### src/rtl/fevsd_pkg.sv
package fevsd_pkg;

  // Field widths fixed by the stream format.
  localparam int unsigned SAMPLE_W     = 16;
  localparam int unsigned SQUARE_W     = 31;
  localparam int unsigned ENERGY_W     = 43;
  localparam int unsigned FRAME_SIZE_W = 13;
  localparam int unsigned OUT_POS_W    = 32;

  // Register port geometry: 64-bit registers at byte addresses 0 and 8.
  localparam int unsigned PADDR_W = 4;
  localparam int unsigned PDATA_W = 64;

  // Register index, taken from address bit 3.
  localparam logic REG_FRAME_SIZE       = 1'b0;
  localparam logic REG_ENERGY_THRESHOLD = 1'b1;

  // Register reset values.
  localparam logic [FRAME_SIZE_W-1:0] FRAME_SIZE_RST       = 13'd512;
  localparam logic [ENERGY_W-1:0]     ENERGY_THRESHOLD_RST = 43'd1048576;

  localparam logic [ENERGY_W-1:0] ENERGY_MAX = '1;

  // One input sample transfer.
  typedef struct packed {
    logic signed [SAMPLE_W-1:0] sample;
    logic                       last_sample;
  } in_item_t;

  // One result transfer.
  typedef struct packed {
    logic                 voice_found;
    logic [OUT_POS_W-1:0] start_position;
    logic [OUT_POS_W-1:0] span_length;
  } out_item_t;

endpackage

### src/rtl/fevsd_span.sv
module fevsd_span #(
  parameter int unsigned POSITION_BITS = 32,
  parameter int unsigned FS_W          = 13
) (
  input  logic                            clk_i,
  input  logic                            rst_ni,
  input  logic                            rec_valid_i,
  output logic                            rec_stall_o,
  input  logic                            rec_found_i,
  input  logic [POSITION_BITS-1:0]        rec_first_i,
  input  logic [POSITION_BITS-1:0]        rec_last_i,
  input  logic [FS_W-1:0]                 rec_fs_i,
  output logic                            out_valid_o,
  input  logic                            out_stall_i,
  output fevsd_pkg::out_item_t            out_item_o
);

  localparam int unsigned OPW  = fevsd_pkg::OUT_POS_W;
  localparam int unsigned EXTW = (POSITION_BITS + 1 > OPW + 1) ? POSITION_BITS + 1 : OPW + 1;
  localparam int unsigned PRW  = OPW + FS_W;
  localparam logic [63:0] LIM  = (POSITION_BITS >= 32) ? 64'hFFFF_FFFF :
                                 ((64'd1 << POSITION_BITS) - 64'd1);

  // Stage valid bits.
  logic v1_q, v2_q, v3_q, vo_q;
  logic free1, free2, free3, freeo;

  // Stage 1: captured recording summary.
  logic                     found1_q;
  logic [POSITION_BITS-1:0] first1_q, last1_q;
  logic [FS_W-1:0]          fs1_q;

  // Stage 2: multiplier operands with overflow flags.
  logic            found2_q, sbig2_q, lbig2_q;
  logic [OPW-1:0]  sop2_q, lop2_q;
  logic [FS_W-1:0] fs2_q;
  logic [EXTW-1:0] first_ext, diff_ext;

  // Stage 3: products.
  logic           found3_q, sbig3_q, lbig3_q;
  logic [PRW-1:0] sprod3_q, lprod3_q;

  // Output register.
  fevsd_pkg::out_item_t out_q;
  logic [63:0]          sprod_ext, lprod_ext;

  // A stage takes a new entry when it is empty or its content moves on.
  assign freeo       = !vo_q || !out_stall_i;
  assign free3       = !v3_q || freeo;
  assign free2       = !v2_q || free3;
  assign free1       = !v1_q || free2;
  assign rec_stall_o = !free1;

  always_ff @(posedge clk_i or negedge rst_ni) begin
    if (!rst_ni) begin
      v1_q <= 1'b0;
      v2_q <= 1'b0;
      v3_q <= 1'b0;
      vo_q <= 1'b0;
    end else begin
      if (free1) v1_q <= rec_valid_i;
      if (free2) v2_q <= v1_q;
      if (free3) v3_q <= v2_q;
      if (freeo) vo_q <= v3_q;
    end
  end

  // Span in frames and a split of each operand into its low 32 bits and an overflow flag.
  // A zero frame size makes every product zero, so it cancels the overflow flags.
  assign first_ext = EXTW'(first1_q);
  assign diff_ext  = EXTW'(last1_q) - EXTW'(first1_q) + EXTW'(1);

  // Products and saturation against the smaller of the position and output ranges.
  assign sprod_ext = 64'(sprod3_q);
  assign lprod_ext = 64'(lprod3_q);

  always_ff @(posedge clk_i) begin
    if (free1 && rec_valid_i) begin
      found1_q <= rec_found_i;
      first1_q <= rec_first_i;
      last1_q  <= rec_last_i;
      fs1_q    <= rec_fs_i;
    end
    if (free2 && v1_q) begin
      found2_q <= found1_q;
      sbig2_q  <= (|first_ext[EXTW-1:OPW]) && (fs1_q != '0);
      lbig2_q  <= (|diff_ext[EXTW-1:OPW]) && (fs1_q != '0);
      sop2_q   <= first_ext[OPW-1:0];
      lop2_q   <= diff_ext[OPW-1:0];
      fs2_q    <= fs1_q;
    end
    if (free3 && v2_q) begin
      found3_q <= found2_q;
      sbig3_q  <= sbig2_q;
      lbig3_q  <= lbig2_q;
      sprod3_q <= PRW'(sop2_q) * PRW'(fs2_q);
      lprod3_q <= PRW'(lop2_q) * PRW'(fs2_q);
    end
    if (freeo && v3_q) begin
      out_q.voice_found <= found3_q;
      if (!found3_q) begin
        out_q.start_position <= '0;
        out_q.span_length    <= '0;
      end else begin
        out_q.start_position <= (sbig3_q || sprod_ext > LIM) ? LIM[OPW-1:0] : sprod_ext[OPW-1:0];
        out_q.span_length    <= (lbig3_q || lprod_ext > LIM) ? LIM[OPW-1:0] : lprod_ext[OPW-1:0];
      end
    end
  end

  assign out_valid_o = vo_q;
  assign out_item_o  = out_q;

`ifndef SYNTHESIS
  // A recording without voice reports zero position and span.
  a_no_voice_zero: assert property (@(posedge clk_i) disable iff (!rst_ni)
    out_valid_o && !out_item_o.voice_found |->
      out_item_o.start_position == '0 && out_item_o.span_length == '0)
    else $error("no-voice result carries a nonzero position or span");

  // A stalled result stays offered and unchanged.
  a_out_hold: assert property (@(posedge clk_i) disable iff (!rst_ni)
    out_valid_o && out_stall_i |=> out_valid_o && $stable(out_item_o))
    else $error("stalled result changed or dropped");

  // The summary is held off only when every result stage is occupied.
  a_stall_full: assert property (@(posedge clk_i) disable iff (!rst_ni)
    rec_stall_o |-> v1_q && v2_q && v3_q && vo_q && out_stall_i)
    else $error("summary stalled while a result stage is free");
`endif

endmodule

### src/rtl/frame_energy_voice_span_detector.sv
// Channel   Direction  Handshake               Payload
// samples   in         in_valid_i / in_stall_o   in_item_i  (sample, last_sample)
// results   out        out_valid_o / out_stall_i out_item_o (voice_found, start, span)
// config    in         APB psel/penable/pready   paddr, pwdata, prdata (64-bit registers)
//
// One sample transfer per cycle unless a final sample is held off; each costs
// one square and one accumulate step. A result reaches the output register
// through a four-entry result pipeline (capture, span, multiply, saturate).
// Output stalls only fill that pipeline; samples keep flowing, and a final sample
// waits only while all four result stages are occupied.
// Reset clears the frame state and restores frame length 512 and threshold 1048576.
module frame_energy_voice_span_detector #(
  parameter int unsigned MAX_FRAME_SIZE = 4096,
  parameter int unsigned POSITION_BITS  = 32
) (
  input  logic                               clk_i,
  input  logic                               rst_ni,
  input  logic                               in_valid_i,
  output logic                               in_stall_o,
  input  fevsd_pkg::in_item_t                in_item_i,
  output logic                               out_valid_o,
  input  logic                               out_stall_i,
  output fevsd_pkg::out_item_t               out_item_o,
  input  logic                               psel,
  input  logic                               penable,
  input  logic                               pwrite,
  input  logic [fevsd_pkg::PADDR_W-1:0]      paddr,
  input  logic [fevsd_pkg::PDATA_W-1:0]      pwdata,
  output logic [fevsd_pkg::PDATA_W-1:0]      prdata,
  output logic                               pready
);

  localparam int unsigned FS_W  = $clog2(MAX_FRAME_SIZE + 1);
  localparam int unsigned CMPW  = (FS_W > fevsd_pkg::FRAME_SIZE_W) ? FS_W :
                                  fevsd_pkg::FRAME_SIZE_W;
  localparam int unsigned EW    = fevsd_pkg::ENERGY_W;

  // Configuration registers.
  logic [fevsd_pkg::FRAME_SIZE_W-1:0] fsize_q;
  logic [EW-1:0]                      thr_q;
  logic                               cfg_wr;

  // Input register.
  logic                              s0_valid_q, s0_last_q;
  logic [fevsd_pkg::SQUARE_W-1:0]    s0_sq_q;
  logic signed [2*fevsd_pkg::SAMPLE_W-1:0] sq_full;
  logic                              in_accept, acc_go, acc_fire;

  // Frame state.
  logic [FS_W-1:0]          cnt_q, cnt_d, cnt_inc;
  logic [POSITION_BITS-1:0] idx_q, idx_d;
  logic [EW-1:0]            energy_q, energy_d, energy_sat;
  logic [EW:0]              energy_sum;
  logic                     any_q, any_d;
  logic [POSITION_BITS-1:0] first_q, first_d, lastf_q, lastf_d;
  logic [FS_W-1:0]          fs_eff;
  logic                     frame_done, frame_active;
  logic                     rec_stall;

  // Register writes complete on the access cycle; reads are a plain mux.
  assign pready = 1'b1;
  assign cfg_wr = psel && penable && pwrite && pready;

  always_ff @(posedge clk_i or negedge rst_ni) begin
    if (!rst_ni) begin
      fsize_q <= fevsd_pkg::FRAME_SIZE_RST;
      thr_q   <= fevsd_pkg::ENERGY_THRESHOLD_RST;
    end else if (cfg_wr) begin
      case (paddr[3])
        fevsd_pkg::REG_FRAME_SIZE:       fsize_q <= pwdata[fevsd_pkg::FRAME_SIZE_W-1:0];
        fevsd_pkg::REG_ENERGY_THRESHOLD: thr_q   <= pwdata[EW-1:0];
        default: ;
      endcase
    end
  end

  always_comb begin
    case (paddr[3])
      fevsd_pkg::REG_FRAME_SIZE:       prdata = fevsd_pkg::PDATA_W'(fsize_q);
      fevsd_pkg::REG_ENERGY_THRESHOLD: prdata = fevsd_pkg::PDATA_W'(thr_q);
      default:                         prdata = '0;
    endcase
  end

  // The input register moves on unless a final sample finds the result pipeline full.
  assign acc_go     = !s0_last_q || !rec_stall;
  assign acc_fire   = s0_valid_q && acc_go;
  assign in_stall_o = s0_valid_q && !acc_go;
  assign in_accept  = in_valid_i && !in_stall_o;
  assign sq_full    = in_item_i.sample * in_item_i.sample;

  always_ff @(posedge clk_i or negedge rst_ni) begin
    if (!rst_ni) begin
      s0_valid_q <= 1'b0;
    end else if (in_accept) begin
      s0_valid_q <= 1'b1;
    end else if (acc_fire) begin
      s0_valid_q <= 1'b0;
    end
  end

  always_ff @(posedge clk_i) begin
    if (in_accept) begin
      s0_sq_q   <= sq_full[fevsd_pkg::SQUARE_W-1:0];
      s0_last_q <= in_item_i.last_sample;
    end
  end

  // Frame size above the supported maximum counts as the maximum.
  assign fs_eff = (CMPW'(fsize_q) > CMPW'(MAX_FRAME_SIZE)) ? FS_W'(MAX_FRAME_SIZE) :
                  FS_W'(fsize_q);

  // Accumulate, saturate and judge the frame when its count reaches the frame size.
  assign energy_sum   = {1'b0, energy_q} + (EW + 1)'(s0_sq_q);
  assign energy_sat   = energy_sum[EW] ? fevsd_pkg::ENERGY_MAX : energy_sum[EW-1:0];
  assign cnt_inc      = cnt_q + FS_W'(1);
  assign frame_done   = (fs_eff != '0) && (cnt_inc >= fs_eff);
  assign frame_active = frame_done && (energy_sat >= thr_q);

  always_comb begin
    cnt_d    = cnt_q;
    idx_d    = idx_q;
    energy_d = energy_q;
    any_d    = any_q;
    first_d  = first_q;
    lastf_d  = lastf_q;
    if (fs_eff != '0) begin
      energy_d = energy_sat;
      cnt_d    = cnt_inc;
      if (frame_done) begin
        if (frame_active) begin
          if (!any_q) begin
            first_d = idx_q;
            any_d   = 1'b1;
          end
          lastf_d = idx_q;
        end
        if (idx_q != '1) begin
          idx_d = idx_q + POSITION_BITS'(1);
        end
        cnt_d    = '0;
        energy_d = '0;
      end
    end
  end

  // A final sample hands the summary on and clears the frame state.
  always_ff @(posedge clk_i or negedge rst_ni) begin
    if (!rst_ni) begin
      cnt_q    <= '0;
      idx_q    <= '0;
      energy_q <= '0;
      any_q    <= 1'b0;
      first_q  <= '0;
      lastf_q  <= '0;
    end else if (acc_fire) begin
      if (s0_last_q) begin
        cnt_q    <= '0;
        idx_q    <= '0;
        energy_q <= '0;
        any_q    <= 1'b0;
        first_q  <= '0;
        lastf_q  <= '0;
      end else begin
        cnt_q    <= cnt_d;
        idx_q    <= idx_d;
        energy_q <= energy_d;
        any_q    <= any_d;
        first_q  <= first_d;
        lastf_q  <= lastf_d;
      end
    end
  end

  // Position and span arithmetic for each finished recording.
  fevsd_span #(
    .POSITION_BITS(POSITION_BITS),
    .FS_W         (FS_W)
  ) u_span (
    .clk_i      (clk_i),
    .rst_ni     (rst_ni),
    .rec_valid_i(s0_valid_q && s0_last_q),
    .rec_stall_o(rec_stall),
    .rec_found_i(any_d),
    .rec_first_i(first_d),
    .rec_last_i (lastf_d),
    .rec_fs_i   (fs_eff),
    .out_valid_o(out_valid_o),
    .out_stall_i(out_stall_i),
    .out_item_o (out_item_o)
  );

`ifndef SYNTHESIS
  // Only a final sample waiting on a full result pipeline holds off new samples.
  a_stall_cause: assert property (@(posedge clk_i) disable iff (!rst_ni)
    in_stall_o |-> s0_valid_q && s0_last_q && rec_stall)
    else $error("sample stall without a blocked final sample");

  // Frame indices stay clear until the first active frame.
  a_idle_marks: assert property (@(posedge clk_i) disable iff (!rst_ni)
    !any_q |-> first_q == '0 && lastf_q == '0)
    else $error("active frame marks set without an active frame");

  // The last active frame never precedes the first.
  a_mark_order: assert property (@(posedge clk_i) disable iff (!rst_ni)
    any_q |-> first_q <= lastf_q && lastf_q <= idx_q)
    else $error("active frame marks out of order");
`endif

endmodule

### config.mk
export PLATFORM = sky130hd
export DESIGN_NAME = frame_energy_voice_span_detector
export DESIGN_NICKNAME = d
export VERILOG_FILES = /design/src/rtl/fevsd_pkg.sv /design/src/rtl/fevsd_span.sv /design/src/rtl/frame_energy_voice_span_detector.sv
export SDC_FILE = /design/constraint.sdc
export NUM_CORES = 2
export LEC_CHECK = 0
export BUFFER_PORTS_ARGS = -buffer_cell sky130_fd_sc_hd__clkbuf_2
export CORE_AREA = 5 5 327 329
export DETAILED_ROUTE_END_ITERATION = 10
export DIE_AREA = 0 0 332 334
export PLACE_DENSITY = 0.77
export SYNTH_ARGS = -nofsm -noshare
export SYNTH_HDL_FRONTEND = slang
export SYNTH_HIERARCHICAL = 1
export SYNTH_SLANG_ARGS = --single-unit
export TNS_END_PERCENT = 50
### constraint.sdc
create_clock -name clk_i -period 11.3 [get_ports clk_i]
set_input_delay 1.695 -clock clk_i [delete_from_list [all_inputs] [get_ports clk_i]]
set_output_delay 1.695 -clock clk_i [all_outputs]
set_load 0.005 [all_outputs]
==> impl_metrics.env <==
export IMPL_met2_length_mm=68.2
export IMPL_cts_repair_resized=0
export IMPL_critPathBufInv=7
export IMPL_drv_cap=0
export IMPL_mostFrequentLayoutCell="inv_1"
export IMPL_criticalPathCategory="input port to flip-flop"
export IMPL_seq_area_mm2=0.0157
export IMPL_finalSetupTns_ns=0
export IMPL_period_needed_ns=8.06
export IMPL_grt_pass1_wl_mm=233
export IMPL_synth_seq_area_share_pct=25.5
export IMPL_slew_violations=0
export IMPL_cp_required_ns=11.71
export IMPL_period_share_pct=71.4
export IMPL_multiInputGateArea_mm2=0.0402
export IMPL_worstMarginPinSlew_ns=1.14
export IMPL_numPortBuffers=177
export IMPL_start_util_pct=59.8
export IMPL_finalNetCount=7588
export IMPL_clock_sinks=559
export IMPL_synth_edf_count=345
export IMPL_syn2layout_area_growth_pct=5.95
export IMPL_numCtsBuffers=59
export IMPL_num_vias=43100
export IMPL_dr_pass1_iters=5
export IMPL_avgSynthCellArea_um2=9.95
export IMPL_placed_area_mm2=0.0634
export IMPL_cts_tree="built"
export IMPL_dp_hpwl_mm=105
export IMPL_status="complete, no violations"
export IMPL_power_density_mw_per_mm2=303
export IMPL_die_y_um=334
export IMPL_wl_met1_mm=56.2
export IMPL_synth_seq_cells=559
export IMPL_most_common_layout_cells="inv_1 (1207), fa_1 (894), nand2_1 (711), and2_1 (467), ha_1 (417)"
export IMPL_cts_hold_buf=0
export IMPL_die_w_um=332
export IMPL_n_fill_cell=8205
export IMPL_clock_latency_ns=0.67
export IMPL_yosys_area_top_type_share_pct=29.0
export IMPL_cts_max_level=2
export IMPL_cp_max_fo=18
export IMPL_crit_path_start_kind="input port"
export IMPL_synth_top_flop_cell="edfxtp_1"
export IMPL_fp_dieArea_mm2=0.111
export IMPL_peakVddDrop_uv=552
export IMPL_drtIter0Drc=3078
export IMPL_final_layout_size_suffix_gt1_share_pct=8.37
export IMPL_ioPinCount=224
export IMPL_yosys_area_top_type="fa_1"
export IMPL_grt_max_degree=80
export IMPL_end_kind="flip-flop"
export IMPL_yosys_warnings=6
export IMPL_vias_per_cell=5.66
export IMPL_min_path_type="flip-flop to flip-flop"
export IMPL_gp_congestion=0.908
export IMPL_synth_area_leaders="fa_1 (29%), edfxtp_1 (17%), dfrtp_1 (8.6%), ha_1 (8.5%), inv_1 (7.3%)"
export IMPL_grtUsageTotal_pct=25.7
export IMPL_cp_top_family="adder cells"
export IMPL_cp_arrival_ns=8.47
export IMPL_hold_viol_final=0
export IMPL_antenna_left=0
export IMPL_fmaxAchievable_mhz=124
export IMPL_num_rows=118
export IMPL_skew_ns=0.0265
export IMPL_core_mm2=0.103
export IMPL_worstPathCellList="clkbuf_2 -> inv_1 -> nor2_1 -> fa_1 -> inv_1 -> fa_1 -> inv_1 -> fa_1 -> fa_1 -> fa_1 -> inv_1 -> fa_1 -> inv_1 -> ha_1 -> a21o_1 -> a21oi_1 -> inv_1 -> a211oi_1 -> a21oi_1 -> a311oi_1 -> o2111ai_1 -> a21oi_1 -> xnor2_1"
export IMPL_grt_pass1_vias=45800
export IMPL_synthArstFlopShare_pct=38.3
export IMPL_route_detailed_drc=0
export IMPL_top_layer_used="met5"
export IMPL_cts_buffer_depth=3
export IMPL_post_cts_buffers=0
export IMPL_netlist_instances=6203
export IMPL_relSlewSlack_pct=24.0
export IMPL_syn_area_mm2=0.0617
export IMPL_fin_util_pct=63.4
export IMPL_grt_remaining_overflow=0
export IMPL_p_leak_nw=31.7
export IMPL_clkTransAtPathRegs_ns=0.06
export IMPL_wirelength_mm=139
export IMPL_cts_root_buf="clkbuf_16"
export IMPL_antenna_found_initial=3
export IMPL_cp_slowest_stage_delay_ns=0.64
export IMPL_cp_slowest_cell="fa_1"
export IMPL_routedWlPerCell_um=18.3
export IMPL_synth_cell_type_count=101
export IMPL_setup_viol_count_final=0
export IMPL_design_area_mm2=0.0654
export IMPL_rsz0062_at_grt="no"
export IMPL_wl_met3_mm=9.13
[Yosys cell counts, drive strengths merged, types with 13 or more instances]
library cell and instances:
and3 51, fa 894, xnor2 123, nor3 31, clkbuf 262, nand3 69
o211ai 13, o21a 91, dfrtp 212, buf 58, a211oi 19, o21ai 137
a21oi 208, mux2 133, nand4 44, nand2b 24, inv 1207, and2 473
xor2 92, o21bai 26, nor2 180, a31oi 27, a21o 75, nand2 711
edfxtp 345, ha 417, a22o 87, nor2b 38
[cells by family after synthesis]
group / count (synthesis) / share of synthesized area, %
other cells: 2 / 0.0122
flops: 559 / 25.5
simple gates: 1677 / 13.4
xor+xnor: 215 / 3.05
buf+inv: 1528 / 9.58
compound gates: 775 / 8.55
mux: 136 / 2.48
fa+ha+maj: 1311 / 37.5
[layout make-up]
class / instances / share of cell area, %
clock buffers: 82 / 2.60
flip-flops and latches: 559 / 24.0
well taps: 1380 / 2.64
clock inverters: 29 / 0.415
repair buffers: 222 / 1.89
multi-input cells: 4136 / 61.5
inverters: 1207 / 6.93
diodes: 2 / 0.00765
[flip-flops by register name (all words and copies together), names as in the netlist, 13 cells and up]
| signal | flops |
|---|---|
| cnt_q | 13 |
| energy_q | 43 |
| first_q | 32 |
| fsize_q | 13 |
| idx_q | 32 |
| lastf_q | 32 |
| s0_sq_q | 30 |
| thr_q | 43 |
| u_span/first1_q | 32 |
| u_span/fs1_q | 13 |
| u_span/fs2_q | 13 |
| u_span/last1_q | 32 |
| u_span/lop2_q | 32 |
| u_span/lprod3_q | 45 |
| u_span/out_item_o | 65 |
| u_span/sop2_q | 32 |
| u_span/sprod3_q | 45 |
[stage by stage]
step,cells,hold slack [ns],total power [W],setup slack (ns)
floorplan,6223,0.400,0.0143,3.72
global placement,7504,0.423,0.0173,2.75
detailed placement,7504,0.425,0.0177,2.67
CTS,7615,0.436,0.0198,3.35
global route,7616,0.457,0.0218,2.93
finish,7617,0.434,0.0198,3.24
[power breakdown]
group,internal (W),leakage (nW),switching (W)
logic,0.00587,24.5,0.00855
clock network,0.00112,0.966,0.000865
registers,0.00320,6.23,0.000235
total,0.0102,31.7,0.00965
[metal layers]
metal  vias up  global-route usage [%]
met1     21800                    33.9
met2      1479                    43.4
met4         2                    9.78
met5         -                       0
li1      19500                       -
met3       320                    3.96
[worst paths after layout]
kind / startpoint / endpoint / slack (ns) / cells after the start
worst max-delay path: in_item_i[16] / s0_sq_q[30] / 3.24 / 23
worst min-delay path: u_span/found1_q / u_span/found2_q / 0.43 / 0
worst max register to register: u_span/fs2_q[3] / u_span/sprod3_q[37] / 4.08 / 21
worst min register to register: u_span/found1_q / u_span/found2_q / 0.43 / 0
max in group asynchronous: rst_ni / lastf_q[7] / 8.04 / 3
min in group asynchronous: rst_ni / thr_q[39] / 0.99 / 1
No activity file was read; power rests on OpenSTA's default activity.
